<file path="config.mk">
export PLATFORM = sky130hd
export DESIGN_NAME = torque_command_frame_encoder
export DESIGN_NICKNAME = d
export VERILOG_FILES = /design/src/tcfe_pkg.sv /design/src/tcfe_front.sv /design/src/tcfe_queue.sv /design/src/tcfe_back.sv /design/src/torque_command_frame_encoder.sv
export VERILOG_INCLUDE_DIRS = /design/src /design/src/src
export SDC_FILE = /design/constraint.sdc
export NUM_CORES = 1
export LEC_CHECK = 0
export ABC_CLOCK_PERIOD_IN_PS = 10050
export BUFFER_PORTS_ARGS = -buffer_cell sky130_fd_sc_hd__buf_4
export CAP_MARGIN = 30
export CORE_AREA = 2 2 162 164
export DETAILED_ROUTE_END_ITERATION = 7
export DIE_AREA = 0 0 164 166
export PLACE_DENSITY = 0.77
export SETUP_SLACK_MARGIN = 0.1
export SKIP_LAST_GASP = 1
export SLEW_MARGIN = 5
export SYNTH_ARGS = -nofsm -noshare
export SYNTH_HDL_FRONTEND = slang
export SYNTH_SLANG_ARGS = --single-unit
</file>
<file path="constraint.sdc">
create_clock -name i_clk -period 10.05 [get_ports i_clk]
set_input_delay 1.005 -clock i_clk [delete_from_list [all_inputs] [get_ports i_clk]]
set_output_delay 1.005 -clock i_clk [all_outputs]
set_load 0.01 [all_outputs]
</file>
<file path="src/assert_macros.svh">
// assertion macros for the rtl top level
`ifndef ASSERT_MACROS_SVH
`define ASSERT_MACROS_SVH

// synchronous check, skipped while reset is held low
`define ASSERT_SYNC(label, clk, rst_n, prop, msg) \
    label: assert property (@(posedge clk) disable iff (!rst_n) prop) else $error(msg);

// check that also runs during reset
`define ASSERT_ALWAYS(label, clk, prop, msg) \
    label: assert property (@(posedge clk) prop) else $error(msg);

`endif

</file>
<file path="src/tcfe_pkg.sv">
// types, constants and the crc step function of the torque frame encoder
`timescale 1ns / 1ps
`default_nettype none
package tcfe_pkg;

    localparam logic [7:0]  DLE_BYTE     = 8'h90;
    localparam logic [7:0]  STX_BYTE     = 8'h02;
    localparam logic [7:0]  WRITE_OPCODE = 8'h68;
    localparam logic [7:0]  WRITE_LENGTH = 8'h04;
    localparam logic [15:0] CRC_POLY     = 16'h1021;
    localparam logic [15:0] NODE_RESET   = 16'h0001;
    localparam logic [15:0] INDEX_RESET  = 16'h6071;
    localparam logic [15:0] SUB_RESET    = 16'h0000;
    // stuffed frame holds 14 bytes plus at most this many doubled dle bytes
    localparam logic [3:0]  MAX_STUFF    = 4'd6;
    // byte position of the last crc byte in the unstuffed frame
    localparam logic [3:0]  LAST_POS     = 4'd13;

    typedef enum logic [1:0] {
        CFG_NODE_ID    = 2'd0,
        CFG_OBJ_INDEX  = 2'd1,
        CFG_OBJ_SUBIDX = 2'd2,
        CFG_UNUSED     = 2'd3
    } t_cfg_index;

    typedef enum logic [1:0] {
        FS_IDLE,
        FS_CRC,
        FS_PUSH
    } t_front_state;

    typedef struct packed {
        logic [7:0]  node_id;
        logic [15:0] obj_index;
        logic [7:0]  obj_subidx;
        logic [31:0] torque;
        logic [15:0] crc;
    } t_frame;

    // eight msb-first crc steps, one data bit shifted in per step
    function automatic logic [15:0] crc_byte(input logic [15:0] crc_in,
                                             input logic [7:0] data);
        logic [15:0] c;
        logic        carry;
        c = crc_in;
        for (int k = 7; k >= 0; k--) begin
            carry = c[15];
            c     = {c[14:0], data[k]};
            if (carry) begin
                c = c ^ CRC_POLY;
            end
        end
        return c;
    endfunction

endpackage
`default_nettype wire

</file>
<file path="src/tcfe_front.sv">
// front end: config registers, command intake, crc and frame length check
`timescale 1ns / 1ps
`default_nettype none
module tcfe_front (
    input  wire logic                i_clk,
    input  wire logic                i_rst_n,
    input  wire logic                i_cfg_we,
    input  wire logic [1:0]          i_cfg_index,
    input  wire logic [15:0]         i_cfg_data,
    input  wire logic                i_tvalid,
    output logic                     o_tready,
    input  wire logic [31:0]         i_torque,
    output logic                     o_push_valid,
    input  wire logic                i_push_ready,
    output tcfe_pkg::t_frame         o_frame
);

    logic [7:0]             r_node_id;
    logic [15:0]            r_obj_index;
    logic [7:0]             r_obj_subidx;
    tcfe_pkg::t_front_state r_state, n_state;
    logic [95:0]            r_stream, n_stream;
    logic [3:0]             r_cnt, n_cnt;
    tcfe_pkg::t_frame       r_frame, n_frame;
    logic [3:0]             stuff_cnt;
    logic                   drop;

    // config registers
    always_ff @(posedge i_clk) begin
        if (!i_rst_n) begin
            r_node_id    <= tcfe_pkg::NODE_RESET[7:0];
            r_obj_index  <= tcfe_pkg::INDEX_RESET;
            r_obj_subidx <= tcfe_pkg::SUB_RESET[7:0];
        end else if (i_cfg_we) begin
            unique case (tcfe_pkg::t_cfg_index'(i_cfg_index))
                tcfe_pkg::CFG_NODE_ID:    r_node_id    <= i_cfg_data[7:0];
                tcfe_pkg::CFG_OBJ_INDEX:  r_obj_index  <= i_cfg_data;
                tcfe_pkg::CFG_OBJ_SUBIDX: r_obj_subidx <= i_cfg_data[7:0];
                tcfe_pkg::CFG_UNUSED:     ;
            endcase
        end
    end

    always_ff @(posedge i_clk) begin
        if (!i_rst_n) begin
            r_state <= tcfe_pkg::FS_IDLE;
        end else begin
            r_state <= n_state;
        end
    end

    always_ff @(posedge i_clk) begin
        r_stream <= n_stream;
        r_cnt    <= n_cnt;
        r_frame  <= n_frame;
    end

    // count of bytes after the stx that will be doubled
    always_comb begin
        stuff_cnt = 4'(r_frame.node_id == tcfe_pkg::DLE_BYTE)
                  + 4'(r_frame.obj_index[7:0] == tcfe_pkg::DLE_BYTE)
                  + 4'(r_frame.obj_index[15:8] == tcfe_pkg::DLE_BYTE)
                  + 4'(r_frame.obj_subidx == tcfe_pkg::DLE_BYTE)
                  + 4'(r_frame.torque[7:0] == tcfe_pkg::DLE_BYTE)
                  + 4'(r_frame.torque[15:8] == tcfe_pkg::DLE_BYTE)
                  + 4'(r_frame.torque[23:16] == tcfe_pkg::DLE_BYTE)
                  + 4'(r_frame.torque[31:24] == tcfe_pkg::DLE_BYTE)
                  + 4'(r_frame.crc[7:0] == tcfe_pkg::DLE_BYTE)
                  + 4'(r_frame.crc[15:8] == tcfe_pkg::DLE_BYTE);
        drop = stuff_cnt > tcfe_pkg::MAX_STUFF;
    end

    always_comb begin
        n_state      = r_state;
        n_stream     = r_stream;
        n_cnt        = r_cnt;
        n_frame      = r_frame;
        o_tready     = 1'b0;
        o_push_valid = 1'b0;
        unique case (r_state)
            tcfe_pkg::FS_IDLE: begin
                o_tready = 1'b1;
                if (i_tvalid) begin
                    // crc words are second byte high, first byte low, msb first
                    n_stream = {tcfe_pkg::WRITE_LENGTH, tcfe_pkg::WRITE_OPCODE,
                                r_obj_index[7:0], r_node_id,
                                r_obj_subidx, r_obj_index[15:8],
                                i_torque[15:8], i_torque[7:0],
                                i_torque[31:24], i_torque[23:16],
                                16'h0000};
                    n_cnt              = 4'd11;
                    n_frame.node_id    = r_node_id;
                    n_frame.obj_index  = r_obj_index;
                    n_frame.obj_subidx = r_obj_subidx;
                    n_frame.torque     = i_torque;
                    n_frame.crc        = 16'h0000;
                    n_state            = tcfe_pkg::FS_CRC;
                end
            end
            tcfe_pkg::FS_CRC: begin
                n_frame.crc = tcfe_pkg::crc_byte(r_frame.crc, r_stream[95:88]);
                n_stream    = {r_stream[87:0], 8'h00};
                n_cnt       = r_cnt - 4'd1;
                if (r_cnt == 4'd0) begin
                    n_state = tcfe_pkg::FS_PUSH;
                end
            end
            tcfe_pkg::FS_PUSH: begin
                // an over-long stuffed frame is dropped here
                o_push_valid = !drop;
                if (drop || i_push_ready) begin
                    n_state = tcfe_pkg::FS_IDLE;
                end
            end
            default: begin
                n_state = tcfe_pkg::FS_IDLE;
            end
        endcase
    end

    assign o_frame = r_frame;

endmodule
`default_nettype wire

</file>
<file path="src/tcfe_queue.sv">
// two-entry queue of frame descriptors between front and back
`timescale 1ns / 1ps
`default_nettype none
module tcfe_queue (
    input  wire logic                i_clk,
    input  wire logic                i_rst_n,
    input  wire logic                i_push_valid,
    output logic                     o_push_ready,
    input  wire tcfe_pkg::t_frame    i_frame,
    output logic                     o_valid,
    input  wire logic                i_pop,
    output tcfe_pkg::t_frame         o_frame
);

    tcfe_pkg::t_frame r_entry [2];
    logic             r_wr_ptr;
    logic             r_rd_ptr;
    logic [1:0]       r_count;
    logic             push;
    logic             pop;

    assign o_push_ready = r_count != 2'd2;
    assign o_valid      = r_count != 2'd0;
    assign push         = i_push_valid && o_push_ready;
    assign pop          = i_pop && o_valid;
    assign o_frame      = r_entry[r_rd_ptr];

    always_ff @(posedge i_clk) begin
        if (!i_rst_n) begin
            r_wr_ptr <= 1'b0;
            r_rd_ptr <= 1'b0;
            r_count  <= 2'd0;
        end else begin
            if (push) begin
                r_wr_ptr <= !r_wr_ptr;
            end
            if (pop) begin
                r_rd_ptr <= !r_rd_ptr;
            end
            r_count <= r_count + 2'(push) - 2'(pop);
        end
    end

    always_ff @(posedge i_clk) begin
        if (push) begin
            r_entry[r_wr_ptr] <= i_frame;
        end
    end

endmodule
`default_nettype wire

</file>
<file path="src/tcfe_back.sv">
// back end: walks the frame bytes, doubles dle bytes, drives the output register
`timescale 1ns / 1ps
`default_nettype none
module tcfe_back (
    input  wire logic                i_clk,
    input  wire logic                i_rst_n,
    input  wire logic                i_valid,
    input  wire tcfe_pkg::t_frame    i_frame,
    output logic                     o_pop,
    output logic                     o_tvalid,
    input  wire logic                i_tready,
    output logic [7:0]               o_tdata,
    output logic                     o_tlast
);

    logic [3:0] r_pos;
    logic       r_dup;
    logic       r_tvalid;
    logic [7:0] r_tdata;
    logic       r_tlast;
    logic       load;
    logic [7:0] cur_byte;
    logic       stuff;
    logic       is_last;

    always_comb begin
        unique case (r_pos)
            4'd0:    cur_byte = tcfe_pkg::DLE_BYTE;
            4'd1:    cur_byte = tcfe_pkg::STX_BYTE;
            4'd2:    cur_byte = tcfe_pkg::WRITE_OPCODE;
            4'd3:    cur_byte = tcfe_pkg::WRITE_LENGTH;
            4'd4:    cur_byte = i_frame.node_id;
            4'd5:    cur_byte = i_frame.obj_index[7:0];
            4'd6:    cur_byte = i_frame.obj_index[15:8];
            4'd7:    cur_byte = i_frame.obj_subidx;
            4'd8:    cur_byte = i_frame.torque[7:0];
            4'd9:    cur_byte = i_frame.torque[15:8];
            4'd10:   cur_byte = i_frame.torque[23:16];
            4'd11:   cur_byte = i_frame.torque[31:24];
            4'd12:   cur_byte = i_frame.crc[7:0];
            4'd13:   cur_byte = i_frame.crc[15:8];
            default: cur_byte = 8'h00;
        endcase
    end

    // first pass over a dle byte after the stx: send it, then send it again
    assign stuff   = (r_pos > 4'd1) && (cur_byte == tcfe_pkg::DLE_BYTE) && !r_dup;
    assign is_last = (r_pos == tcfe_pkg::LAST_POS) && !stuff;
    assign load    = i_valid && (!r_tvalid || i_tready);
    assign o_pop   = load && is_last;

    always_ff @(posedge i_clk) begin
        if (!i_rst_n) begin
            r_pos    <= 4'd0;
            r_dup    <= 1'b0;
            r_tvalid <= 1'b0;
        end else begin
            if (load) begin
                r_tvalid <= 1'b1;
                r_dup    <= stuff;
                if (is_last) begin
                    r_pos <= 4'd0;
                end else if (!stuff) begin
                    r_pos <= r_pos + 4'd1;
                end
            end else if (i_tready) begin
                r_tvalid <= 1'b0;
            end
        end
    end

    always_ff @(posedge i_clk) begin
        if (load) begin
            r_tdata <= cur_byte;
            r_tlast <= is_last;
        end
    end

    assign o_tvalid = r_tvalid;
    assign o_tdata  = r_tdata;
    assign o_tlast  = r_tlast;

endmodule
`default_nettype wire

</file>
<file path="src/torque_command_frame_encoder.sv">
// top level of the torque command frame encoder
//
//  channel   dir  handshake              payload
//  command   in   i_s_tvalid/o_s_tready  i_s_tdata[31:0] torque_value
//  frame     out  o_m_tvalid/i_m_tready  o_m_tdata[7:0] frame_byte, o_m_tlast last_byte
//  config    in   i_cfg_we               i_cfg_index, i_cfg_data
//
// a command is taken while the front end is idle, then the crc runs a byte per
// cycle over twelve bytes and the descriptor moves to the queue. the back end
// sends one line byte per cycle while the output accepts, 14 to 20 bytes per
// frame, so the output port sets the sustained rate.
// frames whose stuffed length would pass 20 bytes are dropped, no output.
// synchronous active-low reset restores node 1, index 0x6071, subindex 0.
// either side may stall; the two-entry queue decouples them.
`timescale 1ns / 1ps
`default_nettype none
`include "assert_macros.svh"
module torque_command_frame_encoder (
    input  wire logic        i_clk,
    input  wire logic        i_rst_n,
    input  wire logic        i_cfg_we,
    input  wire logic [1:0]  i_cfg_index,
    input  wire logic [15:0] i_cfg_data,
    input  wire logic        i_s_tvalid,
    output logic             o_s_tready,
    input  wire logic [31:0] i_s_tdata,   // [31:0] torque_value
    output logic             o_m_tvalid,
    input  wire logic        i_m_tready,
    output logic [7:0]       o_m_tdata,   // [7:0] frame_byte
    output logic             o_m_tlast
);

    tcfe_pkg::t_frame front_frame;
    tcfe_pkg::t_frame queue_frame;
    logic             push_valid;
    logic             push_ready;
    logic             queue_valid;
    logic             queue_pop;
    logic             cmd_take;

    // intake, crc and length check
    tcfe_front u_front (
        .i_clk        (i_clk),
        .i_rst_n      (i_rst_n),
        .i_cfg_we     (i_cfg_we),
        .i_cfg_index  (i_cfg_index),
        .i_cfg_data   (i_cfg_data),
        .i_tvalid     (i_s_tvalid),
        .o_tready     (o_s_tready),
        .i_torque     (i_s_tdata),
        .o_push_valid (push_valid),
        .i_push_ready (push_ready),
        .o_frame      (front_frame)
    );

    // descriptor queue
    tcfe_queue u_queue (
        .i_clk        (i_clk),
        .i_rst_n      (i_rst_n),
        .i_push_valid (push_valid),
        .o_push_ready (push_ready),
        .i_frame      (front_frame),
        .o_valid      (queue_valid),
        .i_pop        (queue_pop),
        .o_frame      (queue_frame)
    );

    // byte sequencer with dle doubling
    tcfe_back u_back (
        .i_clk    (i_clk),
        .i_rst_n  (i_rst_n),
        .i_valid  (queue_valid),
        .i_frame  (queue_frame),
        .o_pop    (queue_pop),
        .o_tvalid (o_m_tvalid),
        .i_tready (i_m_tready),
        .o_tdata  (o_m_tdata),
        .o_tlast  (o_m_tlast)
    );

    // command item taken at this edge
    assign cmd_take = i_s_tvalid && o_s_tready;

    // a full queue is never empty
    `ASSERT_SYNC(a_full_not_empty, i_clk, i_rst_n, !push_ready |-> queue_valid, "full but empty")
    // retiring a descriptor puts its final byte in the output register
    `ASSERT_SYNC(a_pop_last, i_clk, i_rst_n, queue_pop |=> o_m_tvalid && o_m_tlast, "no last byte")
    // the front end goes busy right after taking a command
    `ASSERT_SYNC(a_busy_after_take, i_clk, i_rst_n, cmd_take |=> !o_s_tready, "two commands taken")

endmodule
`default_nettype wire

</file>
Yosys cells after proc, flatten, opt, wreduce, memory -nomap -nowiden
Memory sizes are Yosys's and may differ from the RTL's. A register that Yosys moved wholly into a read port is not among the register bits.
Cells that the tools add are included.
{"block": "word_totals", "memories": 1, "reg_bits": 233, "elab_cells": 141, "output_inout_bits": 11, "in_bits": 55, "ramBits": 160}
{"name": "u_queue.r_entry", "depth": 2, "word_bits": 80, "read_ports": 1, "rd_clocked_by_memory_dff": 1, "write_ports": 1, "line": "tcfe_queue.sv:15", "source": "tcfe_pkg::t_frame r_entry [2];"}
{"block": "classes", "n_eq_ne": 33, "magnitude_cmp": 2, "n_reduce_logical": 29, "addsub": 13, "mux": 36, "n_bitwise": 8}
{"cell": "96-bit one-hot mux with 2 select lines", "n": 1}
{"cell": "16-bit 2-to-1 mux", "n": 8}
{"cell": "8-bit one-hot mux with 14 select lines", "n": 1}
{"cell": "13-bit 2-to-1 mux", "n": 8}
{"cell": "96-bit 2-to-1 mux", "n": 1}
{"cell": "8-bit == test (second input constant)", "n": 11}
{"cell": "4-bit by 1-bit adder with 4-bit output", "n": 8}
{"cell": "16-bit one-hot mux with 2 select lines", "n": 1}
{"cell": "4-bit == test (second input constant)", "n": 6}
{"cell": "3-bit inverter", "n": 8}
{"cell": "4-bit by 3-bit == test with 1-bit output (second input constant)", "n": 4}
{"cell": "4-bit 2-to-1 mux", "n": 3}
{"cell": "2-bit AND reduction", "n": 6}
{"cell": "4-bit by 2-bit == test with 1-bit output (second input constant)", "n": 2}
{"cell": "4-bit logical NOT", "n": 2}
{"cell": "1-bit 2-to-1 mux", "n": 8}
{"cell": "4-bit one-hot mux with 2 select lines", "n": 1}
{"cell": "1-bit logical AND", "n": 7}
{"cell": "1-bit logical NOT", "n": 6}
{"cell": "2-bit 2-to-1 mux", "n": 3}
{"cell": "2-bit != test (second input constant)", "n": 3}
{"cell": "2-bit one-hot mux with 3 select lines", "n": 1}
{"cell": "2-bit nonzero test", "n": 3}
{"cell": "4-bit by 1-bit adder with 4-bit output (second input constant)", "n": 1}
{"cell": "13 further kinds", "n": 18}

Depth between registers and ports, before layout
{"block": "logic_depth", "depth_word": 24, "ltp_mapped": 21, "depth_no_buf": 21}

Modules after synthesis
A second synthesis with hierarchy kept.
{"block": "hier_totals", "hier_cells": 1049, "hier_area_um2": 15361.0}
{"mod": "tcfe_front", "cells_each": 610, "seq_area_each_um2": 5605.4, "instances": 1, "area_per_inst_um2": 7906.3}
{"mod": "tcfe_queue", "cells_each": 279, "seq_area_each_um2": 4904.7, "instances": 1, "area_per_inst_um2": 6070.8}
{"mod": "tcfe_back", "cells_each": 160, "seq_area_each_um2": 390.4, "instances": 1, "area_per_inst_um2": 1383.8}

Worst setup path after synthesis
Ideal clock, no wire load.
{"block": "synth_timing", "path_type": "register to register", "from": "reg u_front.r_frame, in the netlist u_front.o_frame[57]", "to": "mem u_queue.r_entry[0][0] (netlist bit), enable pin", "stages_incl_launch_ff": 18, "n_path_buf": 0, "slack_ps": 1724, "setup_time_ps": 521, "required_ps": 9529, "arrival_ps": 7805, "synth_period_minus_slack_ps": 8326, "path_cell_list": "edfxtp_1 > or4_1 > nor2_1 > ha_1 > inv_1 > fa_1 > fa_1 > inv_1 > fa_1 > inv_1 > fa_1 > fa_1 > nor2_1 > a221oi_1 > nor2_1 > a21oi_1 > nand4_1 > nor2_1"}
{"block": "synth_between", "elab_chain_cells": 16}
{"element": "from (decl)", "line": "tcfe_front.sv:24", "source": "tcfe_pkg::t_frame r_frame, n_frame;"}
{"element": "from (signal assigned)", "line": "tcfe_front.sv:55", "source": "r_frame <= n_frame;"}
{"element": "8-bit == test", "line": "tcfe_front.sv:61", "source": "+ 4'(r_frame.obj_index[7:0] == tcfe_pkg::DLE_BYTE)"}
{"element": "1-bit by 1-bit adder with 2-bit output", "line": "tcfe_front.sv:61"}
{"element": "4-bit by 1-bit adder with 4-bit output", "line": "tcfe_front.sv:62", "source": "+ 4'(r_frame.obj_index[15:8] == tcfe_pkg::DLE_BYTE)"}
{"element": "4-bit by 1-bit adder with 4-bit output", "line": "tcfe_front.sv:63", "source": "+ 4'(r_frame.obj_subidx == tcfe_pkg::DLE_BYTE)"}
{"element": "4-bit by 1-bit adder with 4-bit output", "line": "tcfe_front.sv:64", "source": "+ 4'(r_frame.torque[7:0] == tcfe_pkg::DLE_BYTE)"}
{"element": "4-bit by 1-bit adder with 4-bit output", "line": "tcfe_front.sv:65", "source": "+ 4'(r_frame.torque[15:8] == tcfe_pkg::DLE_BYTE)"}
{"element": "4-bit by 1-bit adder with 4-bit output", "line": "tcfe_front.sv:66", "source": "+ 4'(r_frame.torque[23:16] == tcfe_pkg::DLE_BYTE)"}
{"element": "4-bit by 1-bit adder with 4-bit output", "line": "tcfe_front.sv:67", "source": "+ 4'(r_frame.torque[31:24] == tcfe_pkg::DLE_BYTE)"}
{"element": "4-bit by 1-bit adder with 4-bit output", "line": "tcfe_front.sv:68", "source": "+ 4'(r_frame.crc[7:0] == tcfe_pkg::DLE_BYTE)"}
{"element": "4-bit by 1-bit adder with 4-bit output", "line": "tcfe_front.sv:69", "source": "+ 4'(r_frame.crc[15:8] == tcfe_pkg::DLE_BYTE);"}
{"element": "4-bit by 3-bit > comparator with 1-bit output", "line": "tcfe_front.sv:70", "source": "drop = stuff_cnt > tcfe_pkg::MAX_STUFF;"}
{"element": "1-bit logical NOT", "line": "tcfe_front.sv:110", "source": "o_push_valid = !drop;"}
{"element": "1-bit 2-to-1 mux", "line": "tcfe_front.sv:80", "source": "unique case (r_state)"}
{"element": "1-bit logical AND", "line": "tcfe_queue.sv:24", "source": "assign push = i_push_valid && o_push_ready;"}
{"element": "1-bit 2-to-1 mux", "line": "tcfe_queue.sv:45", "source": "if (push) begin"}
{"element": "1-bit 2-to-1 mux (not written as such)", "line": "tcfe_queue.sv:46", "source": "r_entry[r_wr_ptr] <= i_frame;"}
{"element": "to (decl)", "line": "tcfe_queue.sv:15"}
No other way between the ends.

Final worst setup path
{"block": "layout_timing", "from": "reg u_front.r_frame, in the netlist u_front.o_frame[73]", "to": "mem u_queue.r_entry[0][32] (netlist bit), enable pin"}
{"block": "layout_between", "elab_chain_cells": 16}
{"element": "8-bit == test", "line": "tcfe_front.sv:60", "source": "stuff_cnt = 4'(r_frame.node_id == tcfe_pkg::DLE_BYTE)"}
{"element": "1-bit by 1-bit adder with 2-bit output", "line": "tcfe_front.sv:61"}
{"element": "4-bit by 1-bit adder with 4-bit output", "line": "tcfe_front.sv:62"}
{"element": "4-bit by 1-bit adder with 4-bit output", "line": "tcfe_front.sv:63"}
{"element": "4-bit by 1-bit adder with 4-bit output", "line": "tcfe_front.sv:64"}
{"element": "4-bit by 1-bit adder with 4-bit output", "line": "tcfe_front.sv:65"}
{"element": "4-bit by 1-bit adder with 4-bit output", "line": "tcfe_front.sv:66"}
{"element": "4-bit by 1-bit adder with 4-bit output", "line": "tcfe_front.sv:67"}
{"element": "4-bit by 1-bit adder with 4-bit output", "line": "tcfe_front.sv:68"}
{"element": "4-bit by 1-bit adder with 4-bit output", "line": "tcfe_front.sv:69"}
{"element": "4-bit by 3-bit > comparator with 1-bit output", "line": "tcfe_front.sv:70"}
{"element": "1-bit logical NOT", "line": "tcfe_front.sv:110"}
{"element": "1-bit 2-to-1 mux", "line": "tcfe_front.sv:80"}
{"element": "1-bit logical AND", "line": "tcfe_queue.sv:24"}
{"element": "1-bit 2-to-1 mux", "line": "tcfe_queue.sv:45"}
{"element": "1-bit 2-to-1 mux (not written as such)", "line": "tcfe_queue.sv:46"}
No other way between the ends.

==> metrics.txt <==
min Tclk post-route 6.25 ns; CTS Hold Bufs 0; Layout Skew 0.0167 ns; logic gate share of total power 6.7%; row cnt 59; number of enable flip-flop cells after synthesis 333; CP Cell Sequence or4_1 > nor2_1 > ha_1 > inv_1 > fa_1 > fa_1 > inv_1 > fa_1 > inv_1 > fa_1 > fa_1 > nor2_1 > a221oi_1 > nor2_1 > a21oi_1 > nand4_1 > nor2_4 > buf_4 > buf_16; Net Count, Synth 1122; Top FF cell, synth edfxtp_1; Synth Instances 1048; clock insertion delay at the later pin of the skew report 0.52 ns; postcts setup bufs 0; Worst path max stage delay 0.54 ns; largest net degree at the start of global routing 84; ys async rst share 0%; root buf cell clkbuf_16; largest delay contributor family on the critical path adder cells; core area 25600 um^2; crit share post-route 62.2%; Pleak 0.00606 uW; Worst R2R Setup Slack 3.80 ns; CP Capture Type register; # nets final 1192; cell taking the most area after synthesis edfxtp_1; max-cap violation count 0; area occupied by multi-input gates 3890 um^2; Post-Syn Area 15100 um^2; pins over their slew limit 0; Synth cell types 62; most area-consuming cells after synthesis edfxtp_1, mux2i_1, dfxtp_1; Area Overhead vs Synth 13.4%; Setup violations, final 0; WP data arrival 6.43 ns; FF-to-FF End u_queue.r_entry[0][32]; first-pass GRT wire length 50.1 mm; max_slew headroom 37.7%; Worst path slowest cell fa_1; Die Span X 164 um; HP Class register to register; IO Count 66; Switching Share 21.8%; Tightest Pin Transition 0.935 ns; Clock Pin Slew Worst Setup and Hold Paths 0.06 ns; crit path buf inv count 5; Reg2Reg Depth 19; syn_area_per_cell 14.4 um^2; initial antenna violation count 0; status complete, no violations; Finished Layout Cells 1481; initial detailed-routing violation count 963; Top cell by count, worst path fa_1; yosys warns 0; WL per Instance 22.4 um; Seq pwr share 53.6%; # clock sinks 378; gr usage total 24.9%; CTS tree built; Hold Crit Start u_back.r_dup; register area 10900 um^2; Setup CP Type register to register; port buffer count 65; Data required, critical path 10.23 ns; Starting Density 59.0%; hold endpoint u_back.r_dup; die extent in y 166 um; Critical R2R Launch u_front.o_frame[73]; detailed-router iteration count before antenna repair 5; Post-Place Cells 1413; Die ar. 27200 um^2; CP max FO 62; unrepaired setup endpoints after global routing false; CTS H-tree lvls 2; VDD IR-drop max 0.170 mV; Int Pwr 2730 uW; vias 8639; Worst setup SP type register; buffer depth of the longest clock path 3; clock network power share 39.7%; PnR Total Power 3490 uW; post-DP HPWL 22.7 mm; final WL 33.2 mm; post-CTS sizing 0; sequential fraction of the synthesis area 72.1%; Vias/cell 5.83; Num CTS Buffers 38; total gr overflow 0; NetSw 760 uW; RD Place Congestion 0.871; power per cell area 204 nW/um^2; layout cell share with drive strength beyond 1 13.1%; flop and latch count out of synthesis 378; Max Freq 160 MHz; Final Hold Viols 0; antenna-violating nets left 0; setup TNS 0 ns; fillers 1712; vias in the first global route 8472; # DRC 0; post-synth top area share 66.2%; worst hold stages 2
-- placed cells by master, fill, tap and decap left out, types with 3 or more instances in the layout --
cell and count:
nor2b_1 17, o22a_1 3, nand2b_1 9, nor4bb_1 6
nand3b_1 6, nor4_1 10, o211ai_1 6, or4_1 4
a21oi_1 6, bufinv_16 4, clkinv_1 7, and2_1 25
nand2_1 224, dfxtp_1 44, xnor2_1 20, xor2_1 8
clkbuf_1 8, a21boi_0 11, buf_4 72, nor2_1 35
o22ai_1 31, inv_1 24, fa_1 6, nand4bb_1 4
nand3_1 15, nor3_1 5, nand3b_2 4, clkbuf_16 39
edfxtp_1 333, nand4_1 3, mux2i_1 92, ha_1 13
clkinv_2 6
-- sequential cells by signal, summed over array words and instances, names as in the netlist, 2 cells and up, named ones only --
| name | count |
|---|---|
| u_front.r_state | 2 |
| u_back.r_pos | 4 |
| u_queue.r_count | 2 |
| u_front.r_cnt | 4 |
| u_front.r_obj_subidx | 8 |
| u_front.o_frame | 80 |
| u_front.r_stream | 80 |
| u_queue.r_entry | 160 |
| u_back.o_tdata | 8 |
| u_front.r_obj_index | 16 |
| u_front.r_node_id | 8 |
-- power by group through the flow --
stage          Sequential (uW)  Combinational [uW]  Clock (uW)
2_1_floorplan             1870                 174           0
3_3_place_gp              1890                 226           0
3_5_place_dp              1900                 232           0
4_1_cts                   1870                 234        1400
5_1_grt                   1880                 256        1460
6_report                  1870                 234        1390
-- worst min-delay path, stage by stage (launching register included) --
cell and delay (ns):
dfxtp_1 0.31, nand2_1 0.05, a21boi_1 0.05
-- per-layer routing --
metal,part of all wire [%],vias to the layer above,wire [um],GRT usage (%)
li1,-,3938,-,-
met1,40,4240,13300,35.1
met2,49,399,16200,40.7
met3,7.7,62,2540,3.50
met4,3.2,0,1050,8.05
met5,0,-,0,0
-- cell type report --
cell class              instances  share of cell area (%)
clock buffers                  49                    6.03
well taps                     335                    2.45
diodes                          1                  0.0146
flip-flops and latches        378                    63.7
clock inverters                18                    1.08
repair buffers                 74                    3.48
multi-input cells             600                    22.7
inverters                      26                   0.570
-- cells by family (layout without fill, tap and decap cells) --
kind of cell	after synthesis	in the layout	share of synthesized area (%)
multiplexers	93	93	6.17
other	0	1	0
XOR/XNOR	28	28	1.62
adder cells (fa/ha/maj)	19	19	1.87
AO/OA/AOI/OAI	76	76	3.60
AND/OR/NAND/NOR	384	384	12.3
flip-flops	378	378	72.1
buffers and inverters	70	167	2.28
-- stage by stage --
step                worst slack [ns]  util [%]  cell area [um^2]  hold slack, ns
finish                          3.80      66.9             17100           0.463
global route                    3.47      66.9             17100           0.481
CTS                             3.81      66.9             17100           0.462
detailed placement              3.88      62.1             15900           0.453
global placement                3.72      61.9             15900           0.441
floorplan                       1.72         -             15100           0.429
-- worst max path at each step --
| stage | from | endpoint | slack [ns] | cells past startpoint |
|---|---|---|---|---|
| global route | u_front.o_frame[73] | u_queue.r_entry[1][23] | 3.47 | 19 |
| CTS | u_front.o_frame[73] | u_queue.r_entry[1][6] | 3.81 | 19 |
| global placement | u_front.o_frame[73] | u_queue.r_entry[0][36] | 3.72 | 18 |
| detailed placement | u_front.o_frame[73] | u_queue.r_entry[1][36] | 3.88 | 19 |
| floorplan | u_front.o_frame[57] | u_queue.r_entry[0][0] | 1.72 | 17 |
| finish | u_front.o_frame[73] | u_queue.r_entry[0][32] | 3.80 | 19 |
-- cells in the mapped netlist, drive strengths merged (2+ instances only) --
library cell,instances
edfxtp,333
nand2,225
mux2i,92
dfxtp,45
nor2,36
o22ai,31
and2,26
inv,26
clkbuf,25
xnor2,20
buf,19
nor2b,18
nand3,16
ha,13
nor4,13
a21boi,12
nand2b,10
nand3b,10
xor2,8
a21oi,7
fa,6
nor4bb,6
o211ai,6
nor3,5
nand4bb,4
o21ai,4
or4,4
a211oi,3
nand4,3
o22a,3
a31oi,2
o21a,2
Power figures use the tool's default switching activity.
